### src/design/g7enc_pkg.sv
// Shared types, constants and the microcode store of the group-of-seven encoder.
`default_nettype none
package g7enc_pkg;

    typedef struct packed {
        logic       func;
        logic [6:0] source_id;
        logic [7:0] packet_type;
        logic [6:0] status_code;
        logic [9:0] packet_length;
        logic [7:0] data_byte;
    } in_word_t;

    typedef struct packed {
        logic [7:0] out_byte;
        logic       run_last;
        logic       packet_end;
    } out_word_t;

    localparam logic       FUNC_START = 1'b0;
    localparam logic [9:0] MAX_LEN    = 10'd895;
    localparam int         GROUP      = 7;
    localparam logic [2:0] GROUP_CNT  = 3'(GROUP);
    localparam logic [23:0] RECIP7_MUL = 24'd9363;   // 2^16 / 7, rounded up

    // byte source select
    localparam logic [3:0] SEL_CONST = 4'd0;
    localparam logic [3:0] SEL_SRC   = 4'd1;
    localparam logic [3:0] SEL_TYPE  = 4'd2;
    localparam logic [3:0] SEL_STAT  = 4'd3;
    localparam logic [3:0] SEL_ODDS  = 4'd4;
    localparam logic [3:0] SEL_GRPS  = 4'd5;
    localparam logic [3:0] SEL_MSB   = 4'd6;
    localparam logic [3:0] SEL_HOLD  = 4'd7;
    localparam logic [3:0] SEL_CHKA  = 4'd8;
    localparam logic [3:0] SEL_CHKB  = 4'd9;

    // branch kinds
    localparam logic [1:0] BR_NEXT  = 2'd0;
    localparam logic [1:0] BR_TRAIL = 2'd1;   // to trailer if pending, else stop
    localparam logic [1:0] BR_LOOP  = 2'd2;   // repeat over held bytes, then as BR_TRAIL
    localparam logic [1:0] BR_END   = 2'd3;

    // program entry points
    localparam logic [4:0] PC_START = 5'd0;
    localparam logic [4:0] PC_FLUSH = 5'd14;
    localparam logic [4:0] PC_TRAIL = 5'd16;

    typedef struct packed {
        logic [3:0] sel;
        logic [7:0] konst;
        logic [1:0] br;
        logic [4:0] target;
        logic       chk_en;
        logic       cap_odds;
        logic       is_end;
    } ctl_t;

    typedef struct packed {
        logic       launch;
        logic [4:0] entry;
        logic       trail;
        logic [2:0] cnt;
        logic       fire;
    } seq_cmd_t;

    typedef struct packed {
        logic       busy;
        logic       last;
        logic [2:0] idx;
        ctl_t       ctl;
    } seq_stat_t;

    function automatic ctl_t mk_ctl(input logic [3:0] sel, input logic [7:0] konst,
                                    input logic [1:0] br, input logic chk_en,
                                    input logic cap_odds, input logic is_end);
        ctl_t c;
        c.sel      = sel;
        c.konst    = konst;
        c.br       = br;
        c.target   = PC_TRAIL;
        c.chk_en   = chk_en;
        c.cap_odds = cap_odds;
        c.is_end   = is_end;
        return c;
    endfunction

    function automatic ctl_t rom_read(input logic [4:0] pc);
        ctl_t c;
        case (pc)
            5'd0:    c = mk_ctl(SEL_CONST, 8'hFF, BR_NEXT,  1'b0, 1'b0, 1'b0);
            5'd1:    c = mk_ctl(SEL_CONST, 8'h3F, BR_NEXT,  1'b0, 1'b0, 1'b0);
            5'd2:    c = mk_ctl(SEL_CONST, 8'hCF, BR_NEXT,  1'b0, 1'b0, 1'b0);
            5'd3:    c = mk_ctl(SEL_CONST, 8'hF3, BR_NEXT,  1'b0, 1'b0, 1'b0);
            5'd4:    c = mk_ctl(SEL_CONST, 8'hFC, BR_NEXT,  1'b0, 1'b0, 1'b0);
            5'd5:    c = mk_ctl(SEL_CONST, 8'hFF, BR_NEXT,  1'b0, 1'b0, 1'b0);
            5'd6:    c = mk_ctl(SEL_CONST, 8'hC3, BR_NEXT,  1'b0, 1'b0, 1'b0);
            5'd7:    c = mk_ctl(SEL_CONST, 8'h80, BR_NEXT,  1'b1, 1'b0, 1'b0);
            5'd8:    c = mk_ctl(SEL_SRC,   8'h00, BR_NEXT,  1'b1, 1'b0, 1'b0);
            5'd9:    c = mk_ctl(SEL_TYPE,  8'h00, BR_NEXT,  1'b1, 1'b0, 1'b0);
            5'd10:   c = mk_ctl(SEL_CONST, 8'h80, BR_NEXT,  1'b1, 1'b0, 1'b0);
            5'd11:   c = mk_ctl(SEL_STAT,  8'h00, BR_NEXT,  1'b1, 1'b0, 1'b0);
            5'd12:   c = mk_ctl(SEL_ODDS,  8'h00, BR_NEXT,  1'b1, 1'b1, 1'b0);
            5'd13:   c = mk_ctl(SEL_GRPS,  8'h00, BR_TRAIL, 1'b1, 1'b0, 1'b0);
            5'd14:   c = mk_ctl(SEL_MSB,   8'h00, BR_NEXT,  1'b0, 1'b0, 1'b0);
            5'd15:   c = mk_ctl(SEL_HOLD,  8'h00, BR_LOOP,  1'b0, 1'b0, 1'b0);
            5'd16:   c = mk_ctl(SEL_CHKA,  8'h00, BR_NEXT,  1'b0, 1'b0, 1'b0);
            5'd17:   c = mk_ctl(SEL_CHKB,  8'h00, BR_NEXT,  1'b0, 1'b0, 1'b0);
            5'd18:   c = mk_ctl(SEL_CONST, 8'hC8, BR_NEXT,  1'b0, 1'b0, 1'b0);
            5'd19:   c = mk_ctl(SEL_CONST, 8'h00, BR_END,   1'b0, 1'b0, 1'b1);
            default: c = mk_ctl(SEL_CONST, 8'h00, BR_END,   1'b0, 1'b0, 1'b0);
        endcase
        return c;
    endfunction

endpackage
`default_nettype wire

### src/design/g7enc_seq.sv
// Microcode sequencer: step counter, loop index and control store.
`default_nettype none
module g7enc_seq (
    input  wire logic                clk,
    input  wire logic                rst_n,
    input  wire g7enc_pkg::seq_cmd_t cmd,
    output g7enc_pkg::seq_stat_t     stat
);
    import g7enc_pkg::*;

    logic [4:0] pc_reg, pc_next;
    logic [2:0] idx_reg, idx_next;
    logic [2:0] cnt_reg, cnt_next;
    logic       busy_reg, busy_next;
    logic       trail_reg, trail_next;
    ctl_t       ctl;
    logic       loop_done;
    logic       last;

    assign ctl       = rom_read(pc_reg);
    assign loop_done = (idx_reg == cnt_reg - 3'd1);

    always_comb
    begin
        case (ctl.br)
            BR_NEXT:  last = 1'b0;
            BR_TRAIL: last = !trail_reg;
            BR_LOOP:  last = loop_done && !trail_reg;
            default:  last = 1'b1;
        endcase
    end

    always_comb
    begin
        pc_next    = pc_reg;
        idx_next   = idx_reg;
        cnt_next   = cnt_reg;
        busy_next  = busy_reg;
        trail_next = trail_reg;
        if (cmd.launch) begin
            pc_next    = cmd.entry;
            idx_next   = 3'd0;
            cnt_next   = cmd.cnt;
            busy_next  = 1'b1;
            trail_next = cmd.trail;
        end else if (cmd.fire) begin
            if (last) begin
                busy_next = 1'b0;
            end else begin
                case (ctl.br)
                    BR_NEXT:  pc_next = pc_reg + 5'd1;
                    BR_LOOP:
                    begin
                        if (loop_done)
                            pc_next = ctl.target;
                        else
                            idx_next = idx_reg + 3'd1;
                    end
                    default:  pc_next = ctl.target;
                endcase
            end
        end
    end

    always_ff @(posedge clk or negedge rst_n)
    begin
        if (!rst_n) begin
            pc_reg    <= PC_START;
            idx_reg   <= 3'd0;
            cnt_reg   <= 3'd0;
            busy_reg  <= 1'b0;
            trail_reg <= 1'b0;
        end else begin
            pc_reg    <= pc_next;
            idx_reg   <= idx_next;
            cnt_reg   <= cnt_next;
            busy_reg  <= busy_next;
            trail_reg <= trail_next;
        end
    end

    assign stat.busy = busy_reg;
    assign stat.last = last;
    assign stat.idx  = idx_reg;
    assign stat.ctl  = ctl;

endmodule
`default_nettype wire

### src/design/group_of_seven_packet_encoder_top.sv
// Top level of the group-of-seven packet encoder: datapath and word channels.
`default_nettype none
// Usage: a start word (func 0) opens a packet and yields 14 output bytes (sync
// and header), or 18 when the length is zero, since the trailer follows at
// once. Each data word (func 1) is buffered; a word that completes the odd
// section or a group of seven yields cnt+1 bytes (top-bit byte plus the held
// bytes), and the last data word of the packet adds the 4-byte trailer. Other
// data words, and data words with no packet open, yield nothing. Output runs at
// one byte per clock while enc_ready is high: a microcoded sequencer steps
// through a 20-entry control store, one step per byte, and the input is blocked
// while that program runs. A one-word output register decouples the channels;
// the next item is taken while the last byte still waits. Lengths above 895 are
// clamped; a start word during an open packet drops it with no trailer.
module group_of_seven_packet_encoder_top (
    input  wire logic                 clk,
    input  wire logic                 rst_n,
    input  wire logic                 item_valid,
    output      logic                 item_ready,
    input  wire g7enc_pkg::in_word_t  item_word,
    output      logic                 enc_valid,
    input  wire logic                 enc_ready,
    output      g7enc_pkg::out_word_t enc_word
);
    import g7enc_pkg::*;

    seq_cmd_t  cmd;
    seq_stat_t stat;

    logic       accept;
    logic       fire;
    logic [9:0] len_clamp;

    // packet state
    logic       active_reg, active_next;
    logic [9:0] rem_reg, rem_next;
    logic [2:0] fill_reg, fill_next;
    logic       in_odd_reg, in_odd_next;
    logic [7:0] chk_reg, chk_next;
    logic [7:0] hold_reg [GROUP];

    // header fields held for the program
    logic [6:0] src_reg;
    logic [7:0] type_reg;
    logic [6:0] stat_reg;
    logic [9:0] len_reg;

    // len / 7 and len % 7 by reciprocal; grps_reg is registered from len_reg, odds_reg from both
    logic [23:0] prod;
    logic [6:0]  grps_reg;
    logic [9:0]  grps_x7;
    logic [9:0]  rem7;
    logic [2:0]  odds_reg;

    logic [2:0] fill_inc;
    logic [2:0] size;
    logic [9:0] rem_dec;
    logic       flush;
    logic [7:0] msb_byte;
    logic [7:0] out_byte;

    // count of bytes in the section being emitted
    logic [2:0] held_cnt_reg;

    logic      enc_valid_reg;
    out_word_t enc_word_reg;

    assign item_ready = !stat.busy;
    assign accept     = item_valid && item_ready;
    assign fire       = stat.busy && (!enc_valid_reg || enc_ready);
    assign len_clamp  = (item_word.packet_length > MAX_LEN) ? MAX_LEN
                                                             : item_word.packet_length;

    assign prod    = 24'(len_reg) * RECIP7_MUL;
    assign grps_x7 = {grps_reg, 3'b000} - 10'(grps_reg);
    assign rem7    = len_reg - grps_x7;

    always_ff @(posedge clk)
    begin
        grps_reg <= prod[22:16];
        odds_reg <= rem7[2:0];
    end

    // data-word bookkeeping
    assign fill_inc = fill_reg + 3'd1;
    assign size     = in_odd_reg ? odds_reg : GROUP_CNT;
    assign rem_dec  = rem_reg - 10'd1;
    assign flush    = (fill_inc >= size) || (rem_dec == 10'd0);

    always_comb
    begin
        cmd.launch  = 1'b0;
        cmd.entry   = PC_START;
        cmd.trail   = 1'b0;
        cmd.cnt     = 3'd0;
        cmd.fire    = fire;
        active_next = active_reg;
        rem_next    = rem_reg;
        fill_next   = fill_reg;
        in_odd_next = in_odd_reg;
        chk_next    = chk_reg;
        if (accept) begin
            if (item_word.func == FUNC_START) begin
                cmd.launch  = 1'b1;
                cmd.entry   = PC_START;
                cmd.trail   = (len_clamp == 10'd0);
                active_next = (len_clamp != 10'd0);
                rem_next    = len_clamp;
                fill_next   = 3'd0;
                in_odd_next = 1'b0;
                chk_next    = 8'h00;
            end else if (active_reg) begin
                chk_next  = chk_reg ^ item_word.data_byte;
                rem_next  = rem_dec;
                fill_next = fill_inc;
                if (flush) begin
                    cmd.launch  = 1'b1;
                    cmd.entry   = PC_FLUSH;
                    cmd.trail   = (rem_dec == 10'd0);
                    cmd.cnt     = fill_inc;
                    fill_next   = 3'd0;
                    in_odd_next = 1'b0;
                    active_next = (rem_dec != 10'd0);
                end
            end
        end else if (fire) begin
            if (stat.ctl.chk_en)
                chk_next = chk_reg ^ out_byte;
            // odd section length is known once the header goes out
            if (stat.ctl.cap_odds)
                in_odd_next = (odds_reg != 3'd0);
        end
    end

    always_ff @(posedge clk or negedge rst_n)
    begin
        if (!rst_n) begin
            active_reg <= 1'b0;
            rem_reg    <= 10'd0;
            fill_reg   <= 3'd0;
            in_odd_reg <= 1'b0;
            chk_reg    <= 8'h00;
        end else begin
            active_reg <= active_next;
            rem_reg    <= rem_next;
            fill_reg   <= fill_next;
            in_odd_reg <= in_odd_next;
            chk_reg    <= chk_next;
        end
    end

    always_ff @(posedge clk)
    begin
        if (accept && item_word.func == FUNC_START) begin
            src_reg  <= item_word.source_id;
            type_reg <= item_word.packet_type;
            stat_reg <= item_word.status_code;
            len_reg  <= len_clamp;
        end
        if (accept && item_word.func != FUNC_START && active_reg)
            hold_reg[fill_reg] <= item_word.data_byte;
    end

    always_ff @(posedge clk)
    begin
        if (cmd.launch)
            held_cnt_reg <= cmd.cnt;
    end

    // top-bit byte: held byte i gives bit 6-i
    always_comb
    begin
        msb_byte = 8'h80;
        for (int i = 0; i < GROUP; i++) begin
            if (3'(i) < held_cnt_reg)
                msb_byte[6 - i] = hold_reg[i][7];
        end
    end

    always_comb
    begin
        case (stat.ctl.sel)
            SEL_CONST: out_byte = stat.ctl.konst;
            SEL_SRC:   out_byte = {1'b1, src_reg};
            SEL_TYPE:  out_byte = type_reg;
            SEL_STAT:  out_byte = {1'b1, stat_reg};
            SEL_ODDS:  out_byte = {5'b10000, odds_reg};
            SEL_GRPS:  out_byte = {1'b1, grps_reg};
            SEL_MSB:   out_byte = msb_byte;
            SEL_HOLD:  out_byte = hold_reg[stat.idx] | 8'h80;
            SEL_CHKA:  out_byte = chk_reg | 8'hAA;
            SEL_CHKB:  out_byte = {1'b0, chk_reg[7:1]} | 8'hAA;
            default:   out_byte = 8'h00;
        endcase
    end

    g7enc_seq u_seq (
        .clk   (clk),
        .rst_n (rst_n),
        .cmd   (cmd),
        .stat  (stat)
    );

    // output register
    always_ff @(posedge clk or negedge rst_n)
    begin
        if (!rst_n)
            enc_valid_reg <= 1'b0;
        else if (fire)
            enc_valid_reg <= 1'b1;
        else if (enc_ready)
            enc_valid_reg <= 1'b0;
    end

    always_ff @(posedge clk)
    begin
        if (fire) begin
            enc_word_reg.out_byte   <= out_byte;
            enc_word_reg.run_last   <= stat.last;
            enc_word_reg.packet_end <= stat.ctl.is_end;
        end
    end

    assign enc_valid = enc_valid_reg;
    assign enc_word  = enc_word_reg;

endmodule
`default_nettype wire

### config.mk
export PLATFORM = sky130hd
export DESIGN_NAME = group_of_seven_packet_encoder_top
export DESIGN_NICKNAME = d
export VERILOG_FILES = /design/src/design/g7enc_pkg.sv /design/src/design/g7enc_seq.sv /design/src/design/group_of_seven_packet_encoder_top.sv
export SDC_FILE = /design/constraint.sdc
export NUM_CORES = 1
export LEC_CHECK = 0
export BUFFER_PORTS_ARGS = -buffer_cell sky130_fd_sc_hd__buf_2
export CAP_MARGIN = 0
export CELL_PAD_IN_SITES_DETAIL_PLACEMENT = 0
export CELL_PAD_IN_SITES_GLOBAL_PLACEMENT = 1
export CORE_MARGIN = 2
export CORE_UTILIZATION = 40
export CTS_CLUSTER_SIZE = 12
export DETAILED_ROUTE_END_ITERATION = 16
export GPL_ROUTABILITY_DRIVEN = 0
export GPL_TIMING_DRIVEN = 1
export MAX_ROUTING_LAYER = met4
export PLACE_DENSITY = 0.7
export SLEW_MARGIN = 5
export SYNTH_ARGS = -nofsm -noshare
export SYNTH_HDL_FRONTEND = slang
export SYNTH_SLANG_ARGS = --single-unit
export TNS_END_PERCENT = 30
### constraint.sdc
create_clock -name clk -period 5.1 [get_ports clk]
set_input_delay 1.02 -clock clk [delete_from_list [all_inputs] [get_ports clk]]
set_output_delay 1.02 -clock clk [all_outputs]
set_load 0.01 [all_outputs]
Word level (Yosys, flattened, before mapping)
Memory sizes are Yosys's and may differ from the RTL's. Index checks and enable logic that the tools add are counted.

Reduce and logical (&&, ||, !) cells: 31. Equal/unequal tests: 18. Order comparisons: 9. Bitwise operators: 3. Multipliers: 1. Multiplexer cells: 52. Div/mod/pow operators: 0. $add $sub $neg: 7. Shifts and indexed selects: 0.

Operators with widths (number): one-hot mux 8 bit (10 select lines) (1); two-way mux 10 bit (6); two-way mux 8 bit (5); two-way mux 3 bit (10); multiplier 10 x 14 -> 23 bit (second input constant) (1); two-way mux 1 bit (23); logical NOT 10 bit (2); two-way mux 5 bit (4); nonzero test 10 bit (2); == test 4 x 3 -> 1 bit (second input constant) (4); XOR 8 bit (2); nonzero test 2 bit (7); > comparator 10 bit (second input constant) (1); one-hot mux 5 bit (2 select lines) (1); subtractor 10 x 1 -> 10 bit (second input constant) (1); less-than comparator 3 bit (first input constant) (3); inequality test 3 x 2 -> 1 bit (second input constant) (3); == test 4 x 2 -> 1 bit (second input constant) (2); == test 4 bit (second input constant) (2); AND reduction 4 bit (2); two-way mux 7 bit (1); adder 3 x 1 -> 3 bit (second input constant) (2); logical AND 1 bit (6); less-than comparator 1 x 3 -> 1 bit (first input constant) (2); other kinds (21) (28).

Latch bits: 0. Register bits after elaboration: 92. Input port bits: 45. Memories kept: 2. Bits in writable memories: 56. ROM bits: 544. Logic and storage cells: 144. Output and inout bits: 12.

Memory list: (name not given) (words 32, width 17, read ports 1, clocked after Yosys merged registers in 0, wr ports 0, RTL line g7enc_pkg.sv:90) `case (pc)`; hold_reg (words 7, width 8, read ports 8, clocked after Yosys merged registers in 0, wr ports 1, RTL line group_of_seven_packet_encoder_top.sv:39) `logic [7:0] hold_reg [GROUP];`.

Logic depth before layout (Yosys ltp)
Depth after elaboration: 9. Mapped depth: 14.

Modules after synthesis
From an unflattened synthesis, not the netlist that was laid out.

Cell total of the unflattened synthesis: 800. Area total of the unflattened synthesis: 9302.7 sq um.

By module, submodules not included: group_of_seven_packet_encoder_top (cells each 673, area an instance 8189.1 sq um, instances 1); g7enc_seq (cells each 127, area an instance 1113.6 sq um, instances 1).

Least setup slack after synthesis
No wires, ideal clock.

Path type: register to register. Start point: register len_reg[8]. End point: register grps_reg[6]. Data required time: 4.971 ns. Period minus slack after synthesis: 3.806 ns. Buffers on the path: 0. Arrival: 3.677 ns. Setup time: 0.129 ns. Cell stages (with the launch flop): 15. Setup slack: 1.294 ns. Cell sequence: edfxtp_1 inv_1 ha_1 fa_1 inv_1 fa_1 ha_1 fa_1 ha_1 and4_1 o211a_1 o21ai_0 a31oi_1 o41ai_1 xnor2_1.

Longest elaborated chain between the ends: 1.

RTL lines: start: declaration (RTL line group_of_seven_packet_encoder_top.sv:45) `logic [9:0] len_reg;`; start signal: assignment (RTL line group_of_seven_packet_encoder_top.sv:157) `len_reg <= len_clamp;`; multiplier 10 x 14 -> 23 bit (RTL line group_of_seven_packet_encoder_top.sv:73) `assign prod = 24'(len_reg) * RECIP7_MUL;`; via prod[22] (RTL line group_of_seven_packet_encoder_top.sv:48) `logic [23:0] prod;`; end signal: assignment (RTL line group_of_seven_packet_encoder_top.sv:79) `grps_reg <= prod[22:16];`; end: declaration (RTL line group_of_seven_packet_encoder_top.sv:49) `logic [6:0] grps_reg;`.

The timed path passes the listed nets, and every way through them passes these cells. A chain may end at the register's enable or synchronous reset.

Worst setup path after layout
Ends and elaborated chain as after synthesis.

==> metrics.yaml <==
status: "finished clean"
synth_flop_cell: "edfxtp_1"
ys_top_cells_by_area: "edfxtp_1, ha_1, dfrtp_1"
slew_headroom_pct: 34.4
synthesis.nets: 923
worst_pin_slew_ps: 985
start_kind: "flip-flop"
setup_tns_ps: 0
wl_per_cell_um: 19.1
synth-seq-cells: 155
p_int_w: 0.00320
tritoncts: "yes"
final_core_util_pct: 45.4
p_leak_nw: 4.15
vias: 6209
avgSynthCellArea_um2: 11.7
grt_overflow_total: 0
clockBufferDepth: 2
final_nets: 974
end_kind: "flip-flop"
core_area_um2: 22400
drt-total-wl_mm: 21.5
largest_reg_flops: 63
skew_ps: 16.8
hold_viol: 0
cp_slowest_stage_delay_ps: 500
finalPower_w: 0.00525
report.final.slew_viol_count: 0
power_frac_clock_pct: 24.2
yosysTopAreaCellShare_pct: 35.9
p_sw_share_pct: 39.1
gr-usage-all-layers_pct: 19.4
async_reset_ff_share_pct: 23.9
drc: 0
power.density_nw_per_um2: 515
cts_setup_buffers: 0
critPathKind: "flip-flop to flip-flop"
drtIter0Drc: 422
synth_top_area_cell: "edfxtp_1"
start_util_pct: 40.3
viasPerCell: 5.52
cts_resized: 0
placementRows: 55
power.share.combinational_pct: 39.6
fin_cells: 1124
peakVddDrop_mv: 0.228
path_max_fanout: 5
placed_area_um2: 9610
required_ps: 5410
ant_nets: 0
grt_pass1_wl_mm: 34.1
synth-warning-count: 0
crit_family: "adder cells"
grt_pass1_vias: 6110
synthCells: 775
port_buffers: 56
crit_chain: "inv_1, ha_1, fa_1, inv_1, fa_1, ha_1, fa_1, ha_1, and4_1, o211a_1, o21ai_0, a31oi_1, o41ai_1, xnor2_1"
final_common_cell: "edfxtp_1"
seqPwrFrac_pct: 36.3
grt_max_degree: 38
p_sw_w: 0.00205
synth_area_um2: 9040
cts_root_buf: "clkbuf_16"
area_growth_pct: 12.7
cp_slowest_cell: "fa_1"
fmax_ghz: 0.244
register_area_um2: 4370
period_minus_slack_ps: 4100
antenna_found_initial: 0
synth-edff-count: 108
top_level_ports: 57
antenna_cells: 0
min_period_over_period_pct: 80.5
final_cell_mix: "edfxtp_1, ha_1, inv_1"
dr.pass1.iters: 5
dp.cells: 1092
multi_input_area_um2: 4310
die_x_um: 154
yosys.cell_types.count: 79
min_path_type: "flip-flop to flip-flop"
design_area_um2: 10200
maxCapViolCount: 0
n_fill_cell: 2114
cts_buffers: 17
h-tree-depth: 4
drive_gt1_share_pct: 15.3
rsz0062_at_grt: "false"
ys_seq_area_share_pct: 48.3
cp.arrival_ps: 4410
clk_latency_ps: 440
cts_hold_buffers: 0
path_buf_inv: 2
clk_pin_slew_ps: 60
hpwlAfterDp_mm: 15.6
clock_sinks: 155
dieArea_um2: 23800
die_h_um: 154
setup_violations: 0
==> cells by family (layout without fill, tap and decap cells) <==
kind of cell    count (synthesis)  after routing  synth area share, %
compound gates                162            162                 12.4
fa+ha+maj                     103            103                 15.5
xor+xnor                       17             17                 1.80
buf+inv                        92            156                 4.04
simple gates                  210            210                 12.1
mux                            36             36                 5.92
flops                         155            155                 48.3
==> cell usage after synthesis, drive strengths merged (7+ instances only) <==
library cell	instances
a21o	8
a21oi	36
buf	7
clkbuf	25
dfrtp	37
dfxtp	10
edfxtp	108
fa	15
ha	88
inv	60
mux2	7
mux2i	16
mux4	13
nand2	47
nand2b	19
nand3	18
nand4	7
nor2	46
nor2b	13
nor3	19
o21ai	35
o22ai	15
xnor2	10
==> power groups by stage <==
stage               combinational, W  clock [W]  sequential [W]
floorplan                    0.00158          0         0.00181
global placement             0.00206          0         0.00193
detailed placement           0.00209          0         0.00193
CTS                          0.00210    0.00129         0.00190
global route                 0.00234    0.00135         0.00194
finish                       0.00208    0.00127         0.00190
==> per-stage QoR <==
step / hold WS (ps) / setup slack (ps)
6_report: 529 / 997
5_1_grt: 547 / 699
4_1_cts: 532 / 965
3_5_place_dp: 519 / 966
3_3_place_gp: 503 / 1040
2_1_floorplan: 443 / 1290
==> worst reg2reg max path, delay by kind of cell (launching register included) <==
kind,cells,cell delay [ps]
simple gates,1,220
buf+inv,2,120
compound gates,4,810
flops,1,440
xor+xnor,1,120
fa+ha+maj,6,2280
==> cell type report <==
cell class / count / area share (%)
flip-flops and latches: 155 / 42.9
multi-input cells: 528 / 42.3
clock buffers: 18 / 4.21
well taps: 285 / 3.50
repair buffers: 64 / 3.34
inverters: 60 / 2.26
clock inverters: 14 / 1.51
==> final timing paths <==
| path | start | endpoint | slack, ps | depth (start not counted) |
|---|---|---|---|---|
| setup reg to reg | len_reg[8]$_DFFE_PP_ | grps_reg[6]$_DFF_P_ | 1000 | 14 |
| setup / recovery | len_reg[8]$_DFFE_PP_ | grps_reg[6]$_DFF_P_ | 1000 | 14 |
| min in group asynchronous | rst_n | u_seq.pc_reg[2]$_DFFE_PN0P_ | 740 | 1 |
| hold reg to reg | rem_reg[1]$_DFFE_PN0P_ | rem_reg[1]$_DFFE_PN0P_ | 530 | 2 |
| hold / removal | rem_reg[1]$_DFFE_PN0P_ | rem_reg[1]$_DFFE_PN0P_ | 530 | 2 |
| max in group asynchronous | rst_n | rem_reg[9]$_DFFE_PN0P_ | 3730 | 1 |
==> metal layers <==
metal  routed length [µm]  share of wire, %  track usage (%)  vias up
met5                    0                 0                -        -
met4                  284               1.3             5.07        0
met3                  867               4.0             3.59       18
met2                10300                48             30.5      134
met1                10100                47             26.2     3061
li1                     -                 -                -     2996
Power figures use the tool's default switching activity.
